--- src/hw/rtl/utf8d_pkg.sv ---
// Shared types and constants for the UTF-8 validating decoder.
package utf8d_pkg;

	localparam int unsigned CU_W = 21;

	localparam logic [7:0] ASCII_MAX  = 8'h7F;
	localparam logic [7:0] LEAD2_LO   = 8'hC2;
	localparam logic [7:0] LEAD2_HI   = 8'hDF;
	localparam logic [7:0] LEAD3_LO   = 8'hE0;
	localparam logic [7:0] LEAD3_SURR = 8'hED;
	localparam logic [7:0] LEAD3_HI   = 8'hEF;
	localparam logic [7:0] LEAD4_LO   = 8'hF0;
	localparam logic [7:0] LEAD4_HI   = 8'hF4;

	localparam logic [7:0] BOUND_LO    = 8'h80;
	localparam logic [7:0] BOUND_HI    = 8'hBF;
	localparam logic [7:0] E0_BOUND_LO = 8'hA0;
	localparam logic [7:0] ED_BOUND_HI = 8'h9F;
	localparam logic [7:0] F0_BOUND_LO = 8'h90;
	localparam logic [7:0] F4_BOUND_HI = 8'h8F;

	localparam logic [CU_W-1:0] SUPP_BASE = 21'h010000;
	localparam logic [CU_W-1:0] HI_SURR   = 21'h00D800;
	localparam logic [CU_W-1:0] LO_SURR   = 21'h00DC00;

	localparam logic OUT_UTF32 = 1'b0;

	// Output queue depth: one beat waiting plus room for a surrogate pair.
	localparam int unsigned OQ_DEPTH = 3;
	localparam int unsigned OQ_CW    = $clog2(OQ_DEPTH + 1);

	typedef struct packed {
		logic [CU_W-1:0] pv;
		logic [1:0]      rem;
		logic [7:0]      lo;
		logic [7:0]      hi;
	} dec_state_t;

	localparam dec_state_t STATE_RESET = '{pv: '0, rem: 2'd0, lo: BOUND_LO, hi: BOUND_HI};

	typedef struct packed {
		logic [CU_W-1:0] code_unit;
		logic            malformed;
		logic            last;
	} result_t;

	typedef struct packed {
		logic [1:0] n;
		result_t    r0;
		result_t    r1;
	} step_out_t;

endpackage

--- src/hw/rtl/utf8d_step.sv ---
// One-byte decode step: range checks, value accumulation, UTF-16 split.
module utf8d_step (
	input  utf8d_pkg::dec_state_t st,
	input  logic [7:0]            in_byte,
	input  logic                  end_of_text,
	input  logic                  output_form,
	output utf8d_pkg::dec_state_t nxt,
	output utf8d_pkg::step_out_t  res
);
	import utf8d_pkg::*;

	logic            fail;
	logic            done;
	logic [CU_W-1:0] sv;
	logic [19:0]     v;

	always_comb begin
		nxt  = st;
		fail = 1'b0;
		done = 1'b0;
		sv   = '0;
		res  = '0;
		if (st.rem == 2'd0) begin
			nxt.lo = BOUND_LO;
			nxt.hi = BOUND_HI;
			unique case (in_byte) inside
				[8'h00:ASCII_MAX]: begin
					done = 1'b1;
					sv   = CU_W'(in_byte);
				end
				[LEAD2_LO:LEAD2_HI]: begin
					nxt.pv  = CU_W'(in_byte[4:0]);
					nxt.rem = 2'd1;
				end
				[LEAD3_LO:LEAD3_HI]: begin
					nxt.pv  = CU_W'(in_byte[3:0]);
					nxt.rem = 2'd2;
					if (in_byte == LEAD3_LO)
						nxt.lo = E0_BOUND_LO;
					else if (in_byte == LEAD3_SURR)
						nxt.hi = ED_BOUND_HI;
				end
				[LEAD4_LO:LEAD4_HI]: begin
					nxt.pv  = CU_W'(in_byte[2:0]);
					nxt.rem = 2'd3;
					if (in_byte == LEAD4_LO)
						nxt.lo = F0_BOUND_LO;
					else if (in_byte == LEAD4_HI)
						nxt.hi = F4_BOUND_HI;
				end
				default: fail = 1'b1;
			endcase
			// lead byte on the final beat leaves the sequence cut off
			if (!done && !fail && end_of_text)
				fail = 1'b1;
		end else begin
			if (in_byte < st.lo || in_byte > st.hi) begin
				fail = 1'b1;
			end else begin
				nxt.pv  = {st.pv[CU_W-7:0], in_byte[5:0]};
				nxt.rem = st.rem - 2'd1;
				nxt.lo  = BOUND_LO;
				nxt.hi  = BOUND_HI;
				if (nxt.rem == 2'd0) begin
					done = 1'b1;
					sv   = nxt.pv;
				end else if (end_of_text) begin
					fail = 1'b1;
				end
			end
		end

		if (fail || done)
			nxt = STATE_RESET;

		v = 20'(sv - SUPP_BASE);

		if (fail) begin
			res.n  = 2'd1;
			res.r0 = '{code_unit: '0, malformed: 1'b1, last: 1'b1};
		end else if (done) begin
			if (output_form == OUT_UTF32 || sv < SUPP_BASE) begin
				res.n  = 2'd1;
				res.r0 = '{code_unit: sv, malformed: 1'b0, last: 1'b1};
			end else begin
				res.n  = 2'd2;
				res.r0 = '{code_unit: HI_SURR + CU_W'(v[19:10]), malformed: 1'b0,
					last: 1'b0};
				res.r1 = '{code_unit: LO_SURR + CU_W'(v[9:0]), malformed: 1'b0,
					last: 1'b1};
			end
		end
	end

endmodule

--- src/hw/rtl/utf8d_oq.sv ---
// Small shifting result queue in front of the master-side stream.
module utf8d_oq (
	input  logic                 clk,
	input  logic                 arst_n,
	input  logic                 push,
	input  utf8d_pkg::step_out_t push_res,
	output logic                 space,
	output logic                 m_tvalid,
	input  logic                 m_tready,
	output utf8d_pkg::result_t   head
);
	import utf8d_pkg::*;

	result_t            q_q [OQ_DEPTH];
	result_t            q_d [OQ_DEPTH];
	logic [OQ_CW-1:0]   cnt_q;
	logic [OQ_CW-1:0]   cnt_after;
	logic [OQ_CW-1:0]   cnt_d;
	logic [OQ_CW-1:0]   n_push;
	logic               pop;

	assign pop       = (cnt_q != '0) && m_tready;
	assign cnt_after = cnt_q - OQ_CW'(pop);
	// a step may push two beats
	assign space     = cnt_after <= OQ_CW'(OQ_DEPTH - 2);
	assign n_push    = push ? OQ_CW'(push_res.n) : '0;
	assign cnt_d     = cnt_after + n_push;
	assign m_tvalid  = cnt_q != '0;
	assign head      = q_q[0];

	always_comb begin
		for (int i = 0; i < OQ_DEPTH; i++) begin
			if (pop && i < OQ_DEPTH - 1)
				q_d[i] = q_q[i + 1];
			else
				q_d[i] = q_q[i];
			if (OQ_CW'(i) == cnt_after && n_push != '0)
				q_d[i] = push_res.r0;
			else if (OQ_CW'(i) == cnt_after + OQ_CW'(1) && n_push == OQ_CW'(2))
				q_d[i] = push_res.r1;
		end
	end

	always_ff @(posedge clk or negedge arst_n) begin
		if (!arst_n)
			cnt_q <= '0;
		else
			cnt_q <= cnt_d;
	end

	always_ff @(posedge clk) begin
		for (int i = 0; i < OQ_DEPTH; i++)
			q_q[i] <= q_d[i];
	end

endmodule

--- src/hw/rtl/utf8_validating_decoder_top.sv ---
// Strict UTF-8 validating decoder, top level.
//
// Slave side: one text byte per beat in s_tdata, s_tlast marks the final byte
// of the text. Master side: m_tdata carries a UTF-32 scalar or a UTF-16 code
// unit, m_tuser flags a malformed or truncated sequence (data is zero then),
// m_tlast marks the final result beat caused by one input byte.
// cfg_we/cfg_wdata select the output form (0 UTF-32, 1 UTF-16); write it only
// while the decoder is idle.
// A result beat enters the registered result queue the cycle after the byte that
// completes the sequence. Throughput: one byte per cycle while s_tready is high;
// a surrogate pair takes two output beats out of a three-entry result queue, and
// s_tready stays high as long as the receiver takes a beat every cycle.
// Bytes that start or continue a sequence give no beat unless malformed or final.
// When the receiver stalls the queue fills; s_tready drops once fewer than
// two entries would be free, and no beat is lost or repeated.
// Reset clears the sequence state, the queue and selects UTF-32 output.
module utf8_validating_decoder_top (
	input  logic        clk,
	input  logic        arst_n,
	input  logic        cfg_we,
	input  logic        cfg_wdata,
	input  logic        s_tvalid,
	output logic        s_tready,
	input  logic [7:0]  s_tdata,  // [7:0] in_byte
	input  logic        s_tlast,
	output logic        m_tvalid,
	input  logic        m_tready,
	output logic [23:0] m_tdata,  // [20:0] code_unit, [23:21] zero
	output logic        m_tuser,  // [0] malformed
	output logic        m_tlast
);
	import utf8d_pkg::*;

	dec_state_t st_q;
	dec_state_t st_d;
	step_out_t  step_res;
	result_t    head;
	logic       output_form_q;
	logic       s_acc;
	logic       space;

	assign s_tready = space;
	assign s_acc    = s_tvalid && space;

	utf8d_step u_step (
		.st          (st_q),
		.in_byte     (s_tdata),
		.end_of_text (s_tlast),
		.output_form (output_form_q),
		.nxt         (st_d),
		.res         (step_res)
	);

	utf8d_oq u_oq (
		.clk      (clk),
		.arst_n   (arst_n),
		.push     (s_acc),
		.push_res (step_res),
		.space    (space),
		.m_tvalid (m_tvalid),
		.m_tready (m_tready),
		.head     (head)
	);

	assign m_tdata = {3'b000, head.code_unit};
	assign m_tuser = head.malformed;
	assign m_tlast = head.last;

	always_ff @(posedge clk or negedge arst_n) begin
		if (!arst_n) begin
			st_q          <= STATE_RESET;
			output_form_q <= OUT_UTF32;
		end else begin
			if (s_acc)
				st_q <= st_d;
			if (cfg_we)
				output_form_q <= cfg_wdata;
		end
	end

	a_push_shows: assert property (@(posedge clk) disable iff (!arst_n)
		s_acc && step_res.n != 2'd0 |=> m_tvalid)
		else $error("pushed result not presented");

	a_err_zero: assert property (@(posedge clk) disable iff (!arst_n)
		m_tvalid && m_tuser |-> m_tdata == 24'd0 && m_tlast)
		else $error("error beat carries data or is not last");

	a_idle_bounds: assert property (@(posedge clk) disable iff (!arst_n)
		st_q.rem == 2'd0 |-> st_q.lo == BOUND_LO && st_q.hi == BOUND_HI
			&& st_q.pv == '0)
		else $error("stale sequence state while expecting a lead byte");

	a_pair_order: assert property (@(posedge clk) disable iff (!arst_n)
		m_tvalid && m_tready && !m_tlast |=> m_tvalid && m_tlast)
		else $error("high surrogate not followed by its low half");

	a_utf32_last: assert property (@(posedge clk) disable iff (!arst_n)
		m_tvalid && output_form_q == OUT_UTF32 && $stable(output_form_q) |-> m_tlast)
		else $error("UTF-32 beat without last flag");

endmodule
--- config.mk ---
export PLATFORM = sky130hd
export DESIGN_NAME = utf8_validating_decoder_top
export DESIGN_NICKNAME = d
export VERILOG_FILES = /design/src/hw/rtl/utf8d_pkg.sv /design/src/hw/rtl/utf8d_step.sv /design/src/hw/rtl/utf8d_oq.sv /design/src/hw/rtl/utf8_validating_decoder_top.sv
export SDC_FILE = /design/constraint.sdc
export NUM_CORES = 1
export LEC_CHECK = 0
export BUFFER_PORTS_ARGS = -buffer_cell sky130_fd_sc_hd__buf_2
export CORE_MARGIN = 2
export CORE_UTILIZATION = 33
export DETAILED_ROUTE_END_ITERATION = 8
export PLACE_DENSITY_LB_ADDON = 0.08
export SLEW_MARGIN = 20
export SYNTH_ARGS = -nofsm -noshare
export SYNTH_HDL_FRONTEND = slang
export SYNTH_HIERARCHICAL = 1
export SYNTH_SLANG_ARGS = --single-unit
--- constraint.sdc ---
create_clock -name clk -period 5.6 [get_ports clk]
set_input_delay 0.56 -clock clk [delete_from_list [all_inputs] [get_ports clk]]
set_output_delay 0.56 -clock clk [all_outputs]
set_load 0.005 [all_outputs]
==> summary.txt <==
Worst setup path
  • Cell family with most CP delay: simple AND/OR/NAND/NOR gates
  • Worst Setup SP: st_q[1]$_DFFE_PN1P_
  • Crit Reg-Reg Startpoint: st_q[1]$_DFFE_PN1P_
  • Critical path class: reg2reg
  • CP endpoint: u_oq/q_q[0][23]$_DFFE_PP_
  • Max stage delay on crit path: 0.83 ns
  • Worst R2R End: u_oq/q_q[0][23]$_DFFE_PP_
  • R2r setup slk: 1.03 ns
  • Peak fanout along the critical path: 23
  • Startpoint types: register
  • CP Depth: 12
  • Setup crit end kind: register
  • Worst path cell trace: inv_1 -> ha_1 -> nor2b_1 -> o211ai_1 -> a211oi_1 -> or3_1 -> o31ai_4 -> nor2_1 -> and3b_1 -> and3_1 -> nand2_1 -> a31oi_1
  • Arr. time, crit path: 4.75 ns
  • Reg2Reg Depth: 12
  • CP Buf/Inv Count: 1
  • Req. time, crit path: 5.78 ns
  • CP max-delay cell: and3_1

Timing
  • Final hold vios: 0
  • Tcrit/Tclk final: 81.6%
  • Setup Skew: 0.0116 ns
  • Final number of setup-violating endpoints: 0
  • Max Freq: 219 MHz
  • Slew Limit Headroom: 32.7%
  • Setup_tns: 0 ns
  • Slew @ Worst Pin: 1.01 ns
  • Post-layout min period: 4.57 ns
  • RSZ-0062 raised after global routing: false
  • Slew Limit Fails: 0

Placement
  • Gpl congestion: 0.806
  • Buffers on Ports: 39
  • Placed Area: 0.00679 mm^2
  • Placed wire-length estimate: 10700 um

Clock tree
  • Worst skew pair latency: 0.36 ns
  • H-Tree Level Count: 3
  • CTS Buffer Depth: 2
  • CTS tree: built
  • CTS sink cnt: 105
  • Num CTS Buffers: 9
  • Cts hold-fix bufs: 0
  • Post-CTS setup buffers: 0
  • Clk slew on worst S/H paths: 0.08 ns
  • Clock Root Buffer: clkbuf_16
  • Post-CTS resize count: 0

Detailed routing
  • Antenna viol nets, final: 0
  • DR vias/cell: 4.96
  • Via count: 4606
  • # DRC: 0
  • Routed WL: 15900 um
  • Drt pass-1 iters: 5
  • Routed length per instance: 17.1 um
  • First DRT Iteration DRCs: 360

Min path
  • Worst hold-check path type: in2async

Cells and area
  • Final Instance Area: 0.00710 mm^2
  • Number of fill cells in the layout: 2068
  • Area delta synth->final: 5.38%
  • Layout cells sized above 1: 23.1%
  • Layout net count: 688
  • Antenna diodes: 0

Floorplan
  • Initial core utilization: 33.4%
  • Core Box Area: 0.0202 mm^2
  • Die width: 147 um
  • Die Area: 0.0216 mm^2
  • I/O pin count: 43
  • Rows: 52
  • Die Ht: 147 um

Global routing
  • GR Overflow Total: 0
  • Largest net degree at the start of global routing: 48
  • Vias in the first global route: 4657
  • Initial antenna violation count: 0
  • Total GRT Usage: 15.4%
  • First-pass GRT wire length: 26200 um

Flow run
  • Max cap viols: 0

Power
  • Pleak: 3.08 nW
  • Peak VDD IR: 0.000151 V
  • Clk pwr share: 22.2%
  • Internal cell power: 0.00198 W
  • Pwr/cell area: 430 mW/mm^2
  • Logic pwr share: 35.7%
  • Flop pwr share: 42.2%
  • NetSw: 0.00107 W
  • Sw Share: 35.2%

Synth
  • Syn avg cell area: 10.1 um^2
  • Post-synthesis cell count: 668
  • Post-Syn Area: 0.00674 mm^2
  • Syn. warnings: 6

Outcome
  • Outcome: finished, final reports clean
how the worst min path moves through the flow:
stage / cells after the start / endpoint / start
6_report: 1 / st_q[10]$_DFFE_PN0P_ / arst_n
5_1_grt: 1 / st_q[10]$_DFFE_PN0P_ / arst_n
4_1_cts: 1 / st_q[10]$_DFFE_PN0P_ / arst_n
3_5_place_dp: 1 / st_q[8]$_DFFE_PN0P_ / st_q[8]$_DFFE_PN0P_
3_3_place_gp: 1 / st_q[8]$_DFFE_PN0P_ / st_q[8]$_DFFE_PN0P_
2_1_floorplan: 0 / output_form_q$_DFFE_PN0P_ / arst_n
metrics by stage:
| step | total power (W) | setup slack, ns | hold WS [ns] | utilization [%] | std cells |
|---|---|---|---|---|---|
| 6_report | 0.00306 | 1.03 | 0.304 | 35.2 | 929 |
| 5_1_grt | 0.00328 | 0.735 | 0.381 | 35.2 | 929 |
| 2_1_floorplan | 0.00223 | 1.08 | 0.264 | - | 687 |
| 3_5_place_dp | 0.00242 | 0.813 | 0.490 | 33.7 | 913 |
| 4_1_cts | 0.00310 | 1.08 | 0.346 | 35.2 | 929 |
| 3_3_place_gp | 0.00239 | 1.03 | 0.498 | 33.7 | 913 |
layout by cell type (no fill, tap or decap), types with 8 or more instances in the layout:
| cell | n |
|---|---|
| a21oi_1 | 8 |
| a31oi_1 | 47 |
| and2_1 | 12 |
| and3_1 | 11 |
| buf_2 | 39 |
| buf_4 | 13 |
| clkbuf_16 | 9 |
| conb_1 | 22 |
| dfrtp_1 | 28 |
| dfstp_2 | 8 |
| edfxtp_1 | 69 |
| ha_1 | 19 |
| inv_1 | 24 |
| mux2_2 | 24 |
| mux2_4 | 33 |
| nand2_1 | 115 |
| nand3_1 | 10 |
| nor2_1 | 68 |
flip-flops by register name (all words and copies together), names as in the netlist:
register,count
st_q,33
u_oq/q_q,69
u_oq/cnt_q,2
output_form_q,1
cell type report:
type / count / area (um^2) / area share [%]
repair buffers: 52 / 293 / 4.12
clock inverters: 7 / 83.8 / 1.18
inverters: 26 / 97.6 / 1.37
well taps: 270 / 338 / 4.76
flip-flops and latches: 105 / 2980 / 42.0
clock buffers: 9 / 225 / 3.17
multi-input cells: 460 / 3080 / 43.4
power by group through the flow:
stage,registers (W),clock network (W),logic (W)
detailed placement,0.00131,0,0.00111
finish,0.00129,0.000677,0.00109
global route,0.00132,0.000729,0.00123
global placement,0.00130,0,0.00109
floorplan,0.00129,0,0.000945
CTS,0.00129,0.000697,0.00111
routing by layer:
metal / part of all wire, % / GRT usage, %
met4: 1.6 / 4.81
met1: 49 / 21.6
met3: 3.3 / 2.08
met2: 46 / 24.9
met5: 0 / 0
(Power assumes the default switching activity.)
